$ cat config.mk
export PLATFORM = sky130hd
export DESIGN_NAME = midi_to_usb_midi_packetizer
export DESIGN_NICKNAME = d
export VERILOG_FILES = /design/src/m2u_pkg.sv /design/src/m2u_front.sv /design/src/m2u_queue.sv /design/src/m2u_back.sv /design/src/midi_to_usb_midi_packetizer.sv
export VERILOG_INCLUDE_DIRS = /design/src /design/src/src
export SDC_FILE = /design/constraint.sdc
export NUM_CORES = 1
export LEC_CHECK = 0
export ABC_CLOCK_PERIOD_IN_PS = 6700
export BUFFER_PORTS_ARGS = -buffer_cell sky130_fd_sc_hd__clkbuf_2
export CAP_MARGIN = 0
export CORE_ASPECT_RATIO = 0.5
export CORE_UTILIZATION = 55
export CTS_BUF_LIST = sky130_fd_sc_hd__clkbuf_16
export CTS_CLUSTER_DIAMETER = 40
export CTS_CLUSTER_SIZE = 16
export DETAILED_ROUTE_END_ITERATION = 7
export PLACE_DENSITY = 0.75
export SETUP_SLACK_MARGIN = 0.1
export SLEW_MARGIN = 20
export SYNTH_ARGS = -nofsm -noshare
export SYNTH_HDL_FRONTEND = slang
export SYNTH_SLANG_ARGS = --single-unit
$ cat constraint.sdc
create_clock -name clk_i -period 6.7 [get_ports clk_i]
set_input_delay 0.67 -clock clk_i [delete_from_list [all_inputs] [get_ports clk_i]]
set_output_delay 0.67 -clock clk_i [all_outputs]
set_load 0.02 [all_outputs]
$ cat src/midi_to_usb_midi_packetizer_defines.svh
// assertion macros shared by the packetizer modules
// they expect clk_i and rst_ni in the enclosing scope
`ifndef MIDI_TO_USB_MIDI_PACKETIZER_DEFINES_SVH
`define MIDI_TO_USB_MIDI_PACKETIZER_DEFINES_SVH

// property must hold at every clock edge out of reset
`define M2U_ASSERT(name, prop, msg) \
  name: assert property (@(posedge clk_i) disable iff (!rst_ni) (prop)) \
    else $error(msg);

// when trig holds, prop must hold at the following clock edge
`define M2U_ASSERT_NEXT(name, trig, prop, msg) \
  name: assert property (@(posedge clk_i) disable iff (!rst_ni) (trig) |=> (prop)) \
    else $error(msg);

`endif

$ cat src/m2u_pkg.sv
`default_nettype none

package m2u_pkg;

  localparam int unsigned QDepth = 2;
  localparam int unsigned QPtrW  = (QDepth > 1) ? $clog2(QDepth) : 1;
  localparam int unsigned QCntW  = $clog2(QDepth + 1);

  // status bytes
  localparam logic [7:0] StSysexStart = 8'hF0;
  localparam logic [7:0] StTimeCode   = 8'hF1;
  localparam logic [7:0] StSongPos    = 8'hF2;
  localparam logic [7:0] StSongSel    = 8'hF3;
  localparam logic [7:0] StTune       = 8'hF6;
  localparam logic [7:0] StSysexEnd   = 8'hF7;

  // code index numbers
  localparam logic [3:0] CinSysCom2   = 4'h2;
  localparam logic [3:0] CinSysCom3   = 4'h3;
  localparam logic [3:0] CinSingle    = 4'h5;
  localparam logic [3:0] CinRealTime  = 4'hF;

  // two-byte channel messages by status high nibble (low three bits)
  localparam logic [7:0] ChanTwo = 8'b0011_0000;

  typedef enum logic [2:0] {
    K_REALTIME    = 3'd0,
    K_SYSEX_START = 3'd1,
    K_SYSEX_END   = 3'd2,
    K_CLEAR       = 3'd3,
    K_TUNE        = 3'd4,
    K_SYSCOM      = 3'd5,
    K_CHAN        = 3'd6,
    K_DATA        = 3'd7
  } kind_e;

  typedef struct packed {
    kind_e       kind;
    logic [7:0]  value;
    logic        two;
    logic [3:0]  cin;
  } item_t;

  function automatic logic chan_two(input logic [7:0] st);
    return ChanTwo[st[6:4]];
  endfunction

endpackage

`default_nettype wire

$ cat src/m2u_front.sv
`default_nettype none

module m2u_front (
  input  wire logic          in_valid_i,
  output logic               in_ready_o,
  input  wire logic [7:0]    midi_byte_i,
  input  wire logic          q_full_i,
  output logic               push_o,
  output m2u_pkg::item_t     item_o
);
  import m2u_pkg::*;

  assign in_ready_o = !q_full_i;
  assign push_o     = in_valid_i && !q_full_i;

  always_comb begin
    item_o.value = midi_byte_i;
    item_o.two   = 1'b0;
    item_o.cin   = CinRealTime;
    item_o.kind  = K_CLEAR;
    if (midi_byte_i[7:3] == 5'b11111) begin
      item_o.kind = K_REALTIME;
    end else if (!midi_byte_i[7]) begin
      item_o.kind = K_DATA;
    end else if (midi_byte_i[7:4] != 4'hF) begin
      item_o.kind = K_CHAN;
      item_o.two  = chan_two(midi_byte_i);
      item_o.cin  = midi_byte_i[7:4];
    end else begin
      priority case (midi_byte_i)
        StSysexStart: item_o.kind = K_SYSEX_START;
        StSysexEnd:   item_o.kind = K_SYSEX_END;
        StTune: begin
          item_o.kind = K_TUNE;
          item_o.cin  = CinSingle;
        end
        StTimeCode, StSongSel: begin
          item_o.kind = K_SYSCOM;
          item_o.two  = 1'b1;
          item_o.cin  = CinSysCom2;
        end
        StSongPos: begin
          item_o.kind = K_SYSCOM;
          item_o.cin  = CinSysCom3;
        end
        default: item_o.kind = K_CLEAR;
      endcase
    end
  end

endmodule

`default_nettype wire

$ cat src/m2u_queue.sv
`default_nettype none
`include "midi_to_usb_midi_packetizer_defines.svh"

module m2u_queue (
  input  wire logic           clk_i,
  input  wire logic           rst_ni,
  input  wire logic           push_i,
  input  wire m2u_pkg::item_t item_i,
  output logic                full_o,
  output logic                valid_o,
  input  wire logic           pop_i,
  output m2u_pkg::item_t      item_o
);
  import m2u_pkg::*;

  item_t             mem_q [QDepth];
  logic [QPtrW-1:0]  wr_ptr_q, wr_ptr_d;
  logic [QPtrW-1:0]  rd_ptr_q, rd_ptr_d;
  logic [QCntW-1:0]  count_q, count_d;

  assign full_o  = (count_q == QCntW'(QDepth));
  assign valid_o = (count_q != '0);
  assign item_o  = mem_q[rd_ptr_q];

  always_comb begin
    wr_ptr_d = wr_ptr_q;
    rd_ptr_d = rd_ptr_q;
    count_d  = count_q;
    if (push_i) begin
      wr_ptr_d = (wr_ptr_q == QPtrW'(QDepth - 1)) ? '0 : wr_ptr_q + 1'b1;
    end
    if (pop_i) begin
      rd_ptr_d = (rd_ptr_q == QPtrW'(QDepth - 1)) ? '0 : rd_ptr_q + 1'b1;
    end
    if (push_i && !pop_i) begin
      count_d = count_q + 1'b1;
    end else if (!push_i && pop_i) begin
      count_d = count_q - 1'b1;
    end
  end

  always_ff @(posedge clk_i or negedge rst_ni) begin
    if (!rst_ni) begin
      wr_ptr_q <= '0;
      rd_ptr_q <= '0;
      count_q  <= '0;
    end else begin
      wr_ptr_q <= wr_ptr_d;
      rd_ptr_q <= rd_ptr_d;
      count_q  <= count_d;
    end
  end

  always_ff @(posedge clk_i) begin
    if (push_i) begin
      mem_q[wr_ptr_q] <= item_i;
    end
  end

  `M2U_ASSERT(a_no_overflow, !(push_i && full_o && !pop_i), "push into full queue")
  `M2U_ASSERT(a_no_underflow, !(pop_i && !valid_o), "pop from empty queue")

endmodule

`default_nettype wire

$ cat src/m2u_back.sv
`default_nettype none
`include "midi_to_usb_midi_packetizer_defines.svh"

module m2u_back (
  input  wire logic           clk_i,
  input  wire logic           rst_ni,
  input  wire logic           q_valid_i,
  input  wire m2u_pkg::item_t item_i,
  output logic                pop_o,
  output logic                out_valid_o,
  input  wire logic           out_ready_i,
  output logic [3:0]          code_index_o,
  output logic [7:0]          msg_status_o,
  output logic [7:0]          msg_data1_o,
  output logic [7:0]          msg_data2_o
);
  import m2u_pkg::*;

  typedef enum logic [2:0] {
    HELD_NONE   = 3'b001,
    HELD_STATUS = 3'b010,
    HELD_DATA   = 3'b100
  } held_e;

  held_e       held_q, held_d;
  logic        in_sysex_q, in_sysex_d;
  logic        run_valid_q, run_valid_d;
  logic [7:0]  run_status_q, run_status_d;
  logic [7:0]  held_status_q, held_status_d;
  logic        held_two_q, held_two_d;
  logic [3:0]  held_cin_q, held_cin_d;
  logic [7:0]  held_data1_q, held_data1_d;

  logic        out_valid_q, out_valid_d;
  logic [3:0]  cin_q, cin_d;
  logic [7:0]  st_q, st_d;
  logic [7:0]  d1_q, d1_d;
  logic [7:0]  d2_q, d2_d;

  logic        emit;
  logic [7:0]  eff_status;
  logic        eff_two;
  logic [3:0]  eff_cin;

  assign pop_o        = q_valid_i && (!out_valid_q || out_ready_i);
  assign out_valid_o  = out_valid_q;
  assign code_index_o = cin_q;
  assign msg_status_o = st_q;
  assign msg_data1_o  = d1_q;
  assign msg_data2_o  = d2_q;

  // running status stands in when nothing is held
  always_comb begin
    if (held_q == HELD_NONE) begin
      eff_status = run_status_q;
      eff_two    = chan_two(run_status_q);
      eff_cin    = run_status_q[7:4];
    end else begin
      eff_status = held_status_q;
      eff_two    = held_two_q;
      eff_cin    = held_cin_q;
    end
  end

  always_comb begin
    held_d        = held_q;
    in_sysex_d    = in_sysex_q;
    run_valid_d   = run_valid_q;
    run_status_d  = run_status_q;
    held_status_d = held_status_q;
    held_two_d    = held_two_q;
    held_cin_d    = held_cin_q;
    held_data1_d  = held_data1_q;
    emit          = 1'b0;
    cin_d         = item_i.cin;
    st_d          = item_i.value;
    d1_d          = '0;
    d2_d          = '0;

    if (pop_o) begin
      if (item_i.kind == K_REALTIME) begin
        emit = 1'b1;
      end else if (in_sysex_q) begin
        if (item_i.kind == K_SYSEX_END) begin
          in_sysex_d = 1'b0;
        end
      end else begin
        unique case (item_i.kind)
          K_CHAN: begin
            run_status_d  = item_i.value;
            run_valid_d   = 1'b1;
            held_status_d = item_i.value;
            held_two_d    = item_i.two;
            held_cin_d    = item_i.cin;
            held_d        = HELD_STATUS;
          end
          K_SYSCOM: begin
            run_valid_d   = 1'b0;
            held_status_d = item_i.value;
            held_two_d    = item_i.two;
            held_cin_d    = item_i.cin;
            held_d        = HELD_STATUS;
          end
          K_SYSEX_START: begin
            in_sysex_d  = 1'b1;
            run_valid_d = 1'b0;
            held_d      = HELD_NONE;
          end
          K_TUNE: begin
            run_valid_d = 1'b0;
            held_d      = HELD_NONE;
            emit        = 1'b1;
          end
          K_DATA: begin
            if (held_q == HELD_DATA) begin
              emit   = 1'b1;
              cin_d  = held_cin_q;
              st_d   = held_status_q;
              d1_d   = held_data1_q;
              d2_d   = item_i.value;
              held_d = HELD_NONE;
            end else if (held_q != HELD_NONE || run_valid_q) begin
              held_status_d = eff_status;
              held_two_d    = eff_two;
              held_cin_d    = eff_cin;
              if (eff_two) begin
                emit   = 1'b1;
                cin_d  = eff_cin;
                st_d   = eff_status;
                d1_d   = item_i.value;
                held_d = HELD_NONE;
              end else begin
                held_data1_d = item_i.value;
                held_d       = HELD_DATA;
              end
            end
          end
          K_SYSEX_END, K_CLEAR, K_REALTIME: begin
            run_valid_d = 1'b0;
            held_d      = HELD_NONE;
          end
          default: begin
            run_valid_d = 1'b0;
            held_d      = HELD_NONE;
          end
        endcase
      end
    end

    if (pop_o && emit) begin
      out_valid_d = 1'b1;
    end else if (out_ready_i) begin
      out_valid_d = 1'b0;
    end else begin
      out_valid_d = out_valid_q;
    end
  end

  always_ff @(posedge clk_i or negedge rst_ni) begin
    if (!rst_ni) begin
      held_q       <= HELD_NONE;
      in_sysex_q   <= 1'b0;
      run_valid_q  <= 1'b0;
      out_valid_q  <= 1'b0;
      run_status_q <= '0;
    end else begin
      held_q       <= held_d;
      in_sysex_q   <= in_sysex_d;
      run_valid_q  <= run_valid_d;
      out_valid_q  <= out_valid_d;
      run_status_q <= run_status_d;
    end
  end

  always_ff @(posedge clk_i) begin
    held_status_q <= held_status_d;
    held_two_q    <= held_two_d;
    held_cin_q    <= held_cin_d;
    held_data1_q  <= held_data1_d;
    if (pop_o && emit) begin
      cin_q <= cin_d;
      st_q  <= st_d;
      d1_q  <= d1_d;
      d2_q  <= d2_d;
    end
  end

  `M2U_ASSERT(a_sysex_clean, !in_sysex_q || (held_q == HELD_NONE && !run_valid_q), "sysex with live message state")
  `M2U_ASSERT_NEXT(a_rt_out, pop_o && item_i.kind == K_REALTIME, out_valid_q && cin_q == CinRealTime, "real-time byte not emitted")

endmodule

`default_nettype wire

$ cat src/midi_to_usb_midi_packetizer.sv
// channel  dir  signals
// in       in   in_valid_i, in_ready_o, midi_byte_i
// out      out  out_valid_o, out_ready_i, code_index_o, msg_status_o,
//               msg_data1_o, msg_data2_o
//
// one byte per cycle if output not stalled; bytes pass queue, then output regs
// the back end updates message state for one queued byte each unstalled cycle
// a two-entry queue splits byte intake from packet assembly
// reset clears running status, held message, sysex mode and both valids
// a stalled output stops the back end; intake stops once the queue fills
`default_nettype none

module midi_to_usb_midi_packetizer (
  input  wire logic        clk_i,
  input  wire logic        rst_ni,
  input  wire logic        in_valid_i,
  output logic             in_ready_o,
  input  wire logic [7:0]  midi_byte_i,
  output logic             out_valid_o,
  input  wire logic        out_ready_i,
  output logic [3:0]       code_index_o,
  output logic [7:0]       msg_status_o,
  output logic [7:0]       msg_data1_o,
  output logic [7:0]       msg_data2_o
);
  import m2u_pkg::*;

  item_t  front_item;
  item_t  q_item;
  logic   push;
  logic   pop;
  logic   q_full;
  logic   q_valid;

  m2u_front u_front (
    .in_valid_i  (in_valid_i),
    .in_ready_o  (in_ready_o),
    .midi_byte_i (midi_byte_i),
    .q_full_i    (q_full),
    .push_o      (push),
    .item_o      (front_item)
  );

  m2u_queue u_queue (
    .clk_i   (clk_i),
    .rst_ni  (rst_ni),
    .push_i  (push),
    .item_i  (front_item),
    .full_o  (q_full),
    .valid_o (q_valid),
    .pop_i   (pop),
    .item_o  (q_item)
  );

  m2u_back u_back (
    .clk_i        (clk_i),
    .rst_ni       (rst_ni),
    .q_valid_i    (q_valid),
    .item_i       (q_item),
    .pop_o        (pop),
    .out_valid_o  (out_valid_o),
    .out_ready_i  (out_ready_i),
    .code_index_o (code_index_o),
    .msg_status_o (msg_status_o),
    .msg_data1_o  (msg_data1_o),
    .msg_data2_o  (msg_data2_o)
  );

endmodule

`default_nettype wire
Word level (Yosys, flattened, before mapping) --
Memory sizes are Yosys's and may differ from the RTL's. Index checks and enable logic that the tools add are counted.
Cells by class: reduce and logical (&&, ||, !) cells 30, bitwise logic cells 6, muxes and demuxes 63, equal/unequal tests 22, $lt $le $gt $ge 2, add/sub/neg operators 4
Operators with widths (number):
- 8-bit 2-to-1 mux | 13
- 8-bit equality test (second input constant) | 6
- 4-bit 2-to-1 mux | 10
- 1-bit 2-to-1 mux | 21
- 3-bit 2-to-1 mux | 6
- 8-bit one-hot mux with 2 select lines | 1
- 3-bit equality test (second input constant) | 5
- 5-bit 2-to-1 mux | 3
- 3-bit one-hot mux with 4 select lines | 1
- 4-bit one-hot mux with 3 select lines | 1
- 4-bit AND reduction | 3
- 2-bit nonzero test | 5
- 5-bit OR reduction | 2
- 3-bit one-hot mux with 3 select lines | 1
- 3-bit by 4-bit less-than comparator with 1-bit output (second input constant) | 2
- 4-bit one-hot mux with 2 select lines | 1
- 7-bit AND reduction | 1
- 3-bit by 1-bit equality test with 1-bit output (second input constant) | 2
- 3-bit by 2-bit equality test with 1-bit output (second input constant) | 2
- 3-bit by 1-bit inequality test with 1-bit output (second input constant) | 2
- 1-bit NOT | 6
- 1-bit one-hot mux with 2 select lines | 3
- 6-bit AND reduction | 1
- 6-bit OR reduction | 1
- 17 further kinds | 28
Word-level totals: ROM bits 16, RAM bits 32, bits of input ports 12, memories kept 3, bits in registers 67, word-level logic and storage cells 146
Memory list:
- u_queue.mem_q | depth 2, bits a word 16, rd ports 1, clocked after memory_dff 0, write ports 1, line m2u_queue.sv:16 | item_t mem_q [QDepth];
- (no name shown) | depth 8, bits a word 1, rd ports 1, clocked after memory_dff 0, write ports 0, line m2u_pkg.sv:45 | return ChanTwo[st[6:4]];
- (no name shown) | depth 8, bits a word 1, rd ports 1, clocked after memory_dff 0, write ports 0, line m2u_pkg.sv:45

Logic depth before layout (Yosys ltp) --
Gate-level depths: netlist of run 1.
word-level depth 12, mapped depth 7, gate-level depth less buffers 7

Modules after synthesis --
A second synthesis of run 1 with hierarchy kept.
Unflattened totals: cells, all modules 329, area, all modules 4459.3 um2
Modules (own cells, without submodules):
- m2u_back | area an instance 2847.7 um2, times used 1, seq. area each 1823.0 um2, cells an instance 230
- m2u_queue | area an instance 1395.1 um2, times used 1, seq. area each 1061.0 um2, cells an instance 66
- m2u_front | area an instance 216.5 um2, times used 1, seq. area each 0.0 um2, cells an instance 33

Worst setup path after synthesis of run 1 --
Ideal clock, no wire load.
path type register -> register, start point register u_back.held_q[0], end point register u_back.cin_q[0] (netlist: u_back.code_index_o[0]) (enable), setup time 0.413 ns, data required time 6.287 ns, path buffers 1, arrival time 2.477 ns, cell stages (with the launch flop) 6, period minus slack after synthesis 2.890 ns, path slack 3.810 ns, path through dfstp_2 buf_2 nor3b_4 nand3_1 and3_1 nor2_1
On the way: word-level cells in the longest chain between the ends 10
Ends and longest elaborated chain:
- start: declaration | line m2u_back.sv:25 | held_e held_q, held_d;
- start signal: assignment | line m2u_back.sv:167 | held_q <= held_d;
- 3-bit by 1-bit equality test with 1-bit output | line m2u_back.sv:54 | if (held_q == HELD_NONE) begin
- 1-bit 2-to-1 mux | line m2u_back.sv:54
- 1-bit 2-to-1 mux | line m2u_back.sv:126 | if (eff_two) begin
- 1-bit 2-to-1 mux | line m2u_back.sv:122 | end else if (held_q != HELD_NONE || run_valid_q) begin
- 1-bit 2-to-1 mux * | line m2u_back.sv:115 | if (held_q == HELD_DATA) begin
- 1-bit one-hot mux with 2 select lines * | line m2u_back.sv:88 | unique case (item_i.kind)
- 1-bit 2-to-1 mux * | line m2u_back.sv:83 | end else if (in_sysex_q) begin
- 1-bit 2-to-1 mux * | line m2u_back.sv:81 | if (item_i.kind == K_REALTIME) begin
- 1-bit 2-to-1 mux * | line m2u_back.sv:80 | if (pop_o) begin
- 1-bit logical AND * | line m2u_back.sv:180 | if (pop_o && emit) begin
- end signal: assignment | line m2u_back.sv:181 | cin_q <= cin_d;
- end: declaration | line m2u_back.sv:35 | logic [3:0] cin_q, cin_d;
Mark *: on every way between the ends. The rest lies on a longest branch, timed or not. A chain may end at the register's enable or synchronous reset.

Worst setup path in the final report of run 1 --
start point register u_queue.rd_ptr_q, end point register u_back.st_q[7] (netlist: u_back.msg_status_o[7]) (data pin)
On the way: word-level cells in the longest chain between the ends 8
Ends and longest elaborated chain:
- start: declaration | line m2u_queue.sv:18 | logic [QPtrW-1:0] rd_ptr_q, rd_ptr_d;
- start signal: assignment | line m2u_queue.sv:49 | rd_ptr_q <= rd_ptr_d;
- memory 2 x 16 bit *
- 8-bit 2-to-1 mux | line m2u_back.sv:126
- 8-bit 2-to-1 mux | line m2u_back.sv:122
- 8-bit 2-to-1 mux | line m2u_back.sv:115
- 8-bit 2-to-1 mux | line m2u_back.sv:88
- 8-bit 2-to-1 mux | line m2u_back.sv:83
- 8-bit 2-to-1 mux | line m2u_back.sv:81
- 8-bit 2-to-1 mux * | line m2u_back.sv:80
- net u_back.st_d[7] | line m2u_back.sv:36 | logic [7:0] st_q, st_d;
- end signal: assignment | line m2u_back.sv:182 | st_q <= st_d;
- end: declaration | line m2u_back.sv:36
Mark *: on every way through the listed nets, which the timed path passes. The rest lies on a longest branch.

==> flow_summary.toml, run 1 <==
[status]
outcome = "completed"

[layout]
post-route-util_pct = 66.5
seq_area_mm2 = 0.00288
area_growth_pct = 12.8
nFillCells = 548
stdcell_area_mm2 = 0.00507
diodes = 0
multi_input_area_mm2 = 0.00150
nets = 377
drive_above_1_share_pct = 22.2

[logic_synthesis]
yosysSeqAreaShare_pct = 64.2
synthCells = 324
synth_cell_types = 63
synth-edff-count = 81
netlist_area_mm2 = 0.00449
yosys_most_used_dff = "edfxtp_1"
syn_avg_cell_area_um2 = 13.9
syn-num-nets = 337
ys_ff_latch = 99
yosys_warnings = 0
synth_top_area_share_pct = 54.1
yosysTopAreaCell = "edfxtp_1"
synth.top_cells.by_area = "edfxtp_1 (54%), dfrtp_1 (9.5%), mux2i_1 (7.1%)"
synthArstFlopShare_pct = 18.2

[worst_setup_path]
critPathKind = "reg -> reg"
arrival_ns = 3.24
critical_path_peak_fanout = 28
startpoint_type = "register"
cp-end-kind = "register"
worstPathRequired_ns = 6.76

[routing]
dr.first_iter.drc_count = 310
dr.pass1.iters = 7
wirelength_mm = 8.89
ant_nets = 0
drc = 0
via_per_inst = 6.01
vias = 2868
wl_per_cell_um = 18.6

[clock_tree]
hold_buffers = 0
cts_tree = "built"
h-tree-depth = 3
numCtsBuffers = 9
clkSinkCount = 99
cts.clk_slew.worst_paths_ns = 0.07
post_cts_buffers = 0
clk_latency_ns = 0.34
cts_buffer_depth = 2
cts_resized = 0
root_buffer = "clkbuf_16"

[place]
port_buffers = 41
dp_hpwl_mm = 6.16
gp_congestion = 0.844
post_dp_cell_area_mm2 = 0.00477

[global_routing]
grt_pass1_wl_mm = 13.9
grt_max_degree = 29
grt_pass1_vias = 2658
grt_use_total_pct = 22.8
grt_overflow = 0
antenna_found_initial = 0

[die]
coreArea_mm2 = 0.00762
die_w_um = 130
start_util_pct = 58.9
num_rows = 22
die_h_um = 65.9
io-pin-count = 42
die-area_mm2 = 0.00856

[timing]
fin_crit_sh_pct = 47.5
max_slew.worst_pin.slew_ns = 1.08
relSlewSlack_pct = 27.8
finalSetupTns_ns = 0
fmax_mhz = 314
rsz0062_at_grt = "false"
finalSetupViolations = 0
slew_viol_final = 0
hold_viol = 0
period_needed_ns = 3.19
finalClockSkew_ns = 0.00688

[pwr]
p_leak_nw = 1.92
cellPowerDensity_mw_per_mm2 = 447
ir_drop_mv = 0.180

[flow_run]
cap_viol_max_count = 0

[hold_path]
hold_path.class = "in -> async"
-- kinds of logic (layout without fill, tap and decap cells) --
kind of cell | Yosys count | after routing | share of synthesized area (%)
compound gates | 60 | 60 | 10.0
xor+xnor | 7 | 7 | 1.36
fa+ha+maj | 1 | 1 | 0.278
buf+inv | 26 | 71 | 2.81
flops | 99 | 99 | 64.2
mux | 45 | 45 | 11.1
simple gates | 86 | 86 | 10.3
-- cell type report --
class / count / share of cell area [%]
multi-input combinational: 199 / 29.5
timing repair buffer: 43 / 4.34
sequential: 99 / 56.9
clock inverter: 7 / 1.23
inverter: 12 / 0.888
tap: 108 / 2.67
clock buffer: 9 / 4.44
-- routing by layer --
layer	GRT usage (%)	vias up	share of wire, %	wire, µm
met5	0	-	0	0
met4	7.41	0	0.84	75
met3	5.42	6	6.5	577
met2	34.8	126	46	4070
met1	32.4	1425	47	4160
li1	-	1311	-	-
-- registers in the layout, summed over array words and instances, names as in the netlist, 2 cells and up --
| signal | count |
|---|---|
| u_queue.mem_q | 32 |
| u_back.held_cin_q | 4 |
| u_back.held_status_q | 8 |
| u_back.held_data1_q | 8 |
| u_queue.count_q | 2 |
| u_back.code_index_o | 4 |
| u_back.msg_status_o | 8 |
| u_back.held_q | 3 |
| u_back.run_status_q | 8 |
| u_back.msg_data1_o | 8 |
| u_back.msg_data2_o | 8 |
-- cells in the mapped netlist (all sizes together) (3+ instances only) --
master,n
nor2b,5
inv,12
nand2b,7
nor3,3
and3,3
xnor2,5
mux2i,32
edfxtp,81
dfrtp,17
nor2,33
nand3,5
buf,12
mux2,13
o22ai,4
a21oi,17
a31oi,3
nand2,13
a32oi,8
o21ai,4
nor3b,4
-- report_power, final --
group / switching (W) / internal [W] / total (W) / leakage (nW)
Combinational: 0.000460 / 0.000313 / 0.000773 / 0.822
Clock: 0.000208 / 0.000285 / 0.000493 / 0.149
Sequential: 0.000125 / 0.000874 / 0.000999 / 0.950
-- stage by stage --
stage,hold slack (ns),power [W],setup WS [ns],std cells
CTS,0.286,0.00227,3.07,477
floorplan,0.374,0.00157,3.81,324
global route,0.311,0.00239,3.33,477
finish,0.291,0.00226,3.51,477
detailed placement,0.486,0.00177,3.06,461
global placement,0.480,0.00173,3.30,461
-- worst max-delay path: stages, from the launching register on --
cell and delay (ns):
dfrtp_1 1.06, and4_1 0.42, o2111ai_2 0.42, a21oi_2 0.81, o22ai_1 0.20
-- worst paths after layout --
kind,slack [ns],startpoint,endpoint,cells past startpoint
min,0.29,rst_ni,u_queue.wr_ptr_q,1
min reg2reg,0.49,u_queue.wr_ptr_q,u_queue.wr_ptr_q,1
min in group clk_i,0.49,u_queue.wr_ptr_q,u_queue.wr_ptr_q,1
max in group asynchronous,6.04,rst_ni,u_back.held_q[0],1
max reg2reg,3.51,u_queue.rd_ptr_q,u_back.msg_status_o[7],4
max,3.51,u_queue.rd_ptr_q,u_back.msg_status_o[7],4
-- cell usage in the layout, fill, tap and decap left out, drive strengths merged, types with 3 or more instances in the layout --
master / Yosys / final
and3: 3 / 3
nor2: 33 / 33
o22ai: 4 / 4
mux2i: 32 / 32
nor3b: 4 / 4
xnor2: 5 / 5
nor2b: 5 / 5
nand2b: 7 / 7
dfrtp: 17 / 17
a21oi: 17 / 17
nor3: 3 / 3
a32oi: 8 / 8
a31oi: 3 / 3
edfxtp: 81 / 81
o21ai: 4 / 4
clkbuf: 2 / 50
inv: 12 / 15
nand2: 13 / 13
mux2: 13 / 13
nand3: 5 / 5
(Power assumes the default switching activity.)
==> run 2, diff against run 1 <==
--- a/config.mk
+++ b/config.mk
@@ -6,11 +6,12 @@
 export SDC_FILE = /design/constraint.sdc
 export NUM_CORES = 1
 export LEC_CHECK = 0
-export ABC_CLOCK_PERIOD_IN_PS = 6700
+export ABC_AREA = 1
+export ABC_CLOCK_PERIOD_IN_PS = 2700
 export BUFFER_PORTS_ARGS = -buffer_cell sky130_fd_sc_hd__clkbuf_2
 export CAP_MARGIN = 0
 export CORE_ASPECT_RATIO = 0.5
-export CORE_UTILIZATION = 55
+export CORE_UTILIZATION = 53
 export CTS_BUF_LIST = sky130_fd_sc_hd__clkbuf_16
 export CTS_CLUSTER_DIAMETER = 40
 export CTS_CLUSTER_SIZE = 16
==> constraint.sdc (replaced) <==
create_clock -name clk_i -period 2.7 [get_ports clk_i]
set_input_delay 0.27 -clock clk_i [delete_from_list [all_inputs] [get_ports clk_i]]
set_output_delay 0.27 -clock clk_i [all_outputs]
set_load 0.02 [all_outputs]
==> flow_summary.toml, run 2 <==
[timing]
max_slew.worst_pin.slew_ns = 0.686
fmax_mhz = 435
fin_crit_sh_pct = 85.2
period_needed_ns = 2.30
hold_ws_ns = 0.140
slew_viol_final = 0
hold_viol = 0
relSlewSlack_pct = 54.3
rsz0062_at_grt = "false"
finalClockSkew_ns = 0.00747
finalSetupViolations = 0
finalSetupTns_ns = 0
fin_ws_ns = 0.399

[pwr]
ir_drop_mv = 0.578
p_leak_nw = 2.23
p_total_w = 0.00634
cellPowerDensity_mw_per_mm2 = 1240

[die]
num_rows = 23
start_util_pct = 55.7
die_w_um = 133
die_h_um = 67.3
io-pin-count = 42
die-area_mm2 = 0.00892
coreArea_mm2 = 0.00812

[worst_setup_path]
worstPathRequired_ns = 2.75
cp-end-kind = "register"
critPathKind = "reg -> reg"
arrival_ns = 2.35
startpoint_type = "register"
rrSetupSlack_ns = 0.40
critical_path_peak_fanout = 18

[global_routing]
grt_max_degree = 29
grt_overflow = 0
grt_pass1_vias = 2792
grt_use_total_pct = 21.4
antenna_found_initial = 0
grt_pass1_wl_mm = 14.2

[logic_synthesis]
synth_top_family_by_area = "simple AND/OR/NAND/NOR gates"
yosys.area_share.simple_pct = 22.5
yosys_warnings = 0
synth-edff-count = 81
syn_avg_cell_area_um2 = 10.5
yosysSeqAreaShare_pct = 63.9
syn-num-nets = 445
ys_ff_latch = 99
yosysTopAreaCell = "edfxtp_1"
yosysMostFrequentCell = "nand2_1"
synthAdderAreaFrac_pct = 0.277
netlist_area_mm2 = 0.00452
synth_compound_area_share_pct = 7.09
synthArstFlopShare_pct = 18.2
synthXorXnorAreaFrac_pct = 0.582
yosys_most_used_dff = "edfxtp_1"
synth_top_area_share_pct = 53.9
synthMuxAreaShare_pct = 0
synthCells = 432
synth_common_cells = "nand2_1 (137), edfxtp_1 (81), nand3_1 (34)"
synth_cell_types = 37
synth.top_cells.by_area = "edfxtp_1 (54%), nand2_1 (11%), dfrtp_1 (9.4%)"

[clock_tree]
cts.clk_slew.worst_paths_ns = 0.06
post_cts_buffers = 0
cts_tree = "built"
numCtsBuffers = 9
cts_buffer_depth = 2
root_buffer = "clkbuf_16"
clkSinkCount = 99
h-tree-depth = 3
clk_latency_ns = 0.35

[routing]
wirelength_mm = 8.58
wl_per_cell_um = 14.4
ant_nets = 0
dr.first_iter.drc_count = 250
dr.pass1.iters = 4
drc = 0
via_per_inst = 5.09
vias = 3041

[layout]
top_register = "u_queue.mem_q"
largest_register_ffs = 32
area_growth_pct = 13.2
nFillCells = 661
nets = 493
stdcell_area_mm2 = 0.00511
drive_above_1_share_pct = 22.3
multi_input_area_mm2 = 0.00137
diodes = 0
final_cell_mix = "nand2_1 (137), edfxtp_1 (81), clkbuf_2 (41)"
seq_area_mm2 = 0.00288
layout_commonest_cell = "nand2_1"

[place]
dp_hpwl_mm = 6.06
post_dp_cell_area_mm2 = 0.00483
place_ws_ns = 0.435
port_buffers = 41
gp_congestion = 0.832

[hold_path]
hold_path.class = "in -> reg"

[flow_run]
cap_viol_max_count = 0

[status]
outcome = "completed"
## run 2: cell count changes after synthesis, moves of 11 or more
cell	previous run	this run
mux2i_1	32	0
nand3_1	5	34
o21ai_0	4	16
inv_1	12	31
nand2_1	13	137
a21oi_1	16	5
## run 2: through the flow
step | std cells | utilization [%]
final | 597 | 63.0
after global routing | 597 | 63.0
after CTS | 597 | 63.0
after detailed placement | 580 | 59.5
after global placement | 580 | 59.5
after floorplan | 432 | -
## run 2: repair_timing
item,4_1_cts,5_1_grt
hold endpoints to repair,17,0
gates resized for setup,0,0
hold buffers,1,0
## run 2: final timing paths
kind | cells past startpoint | endpoint | startpoint
min reg2reg | 2 | u_back.run_status_q[7] | u_back.run_status_q[7]
max in group asynchronous | 2 | u_back.held_q[0] | rst_ni
min | 1 | u_queue.mem_q[0][6] | midi_byte_i[1]
max reg2reg | 9 | u_back.held_status_q[2] | u_queue.rd_ptr_q
min in group asynchronous | 2 | u_queue.wr_ptr_q | rst_ni
max | 9 | u_back.held_status_q[2] | u_queue.rd_ptr_q
## run 2: power breakdown
group / internal (W) / switching (W)
Clock: 0.000619 / 0.000544
Combinational: 0.000780 / 0.00180
Sequential: 0.00236 / 0.000240
Total: 0.00376 / 0.00258
## run 2: metal layers
layer | global-route usage [%] | wire length, µm
met3 | 5.78 | 687
met5 | 0 | 0
met4 | 7.33 | 125
met2 | 33.0 | 3780
met1 | 29.8 | 3990
## run 2: layout make-up
class                   instances  share of cell area [%]
clock buffers                   9                    4.41
clock inverters                 7                   0.881
inverters                      39                    2.91
multi-input cells             280                    26.9
flip-flops and latches         99                    56.4
well taps                     112                    2.74
repair buffers                 51                    5.78
## run 2: cells by family (layout without fill, tap and decap cells)
family | Yosys count | in the layout
flip-flops | 99 | 99
adder cells (fa/ha/maj) | 1 | 1
AND/OR/NAND/NOR | 227 | 227
AO/OA/AOI/OAI | 49 | 49
buffers and inverters | 53 | 106
XOR/XNOR | 3 | 3
## run 2: critical path, cell delays in order, from the launching register on
cell     delay, ns
dfrtp_1       0.78
inv_4         0.19
nand2_1       0.12
nand2_2       0.11
inv_2         0.12
nor2_4        0.06
inv_2         0.16
a21oi_1       0.06
nor2_1        0.17
buf_4         0.22
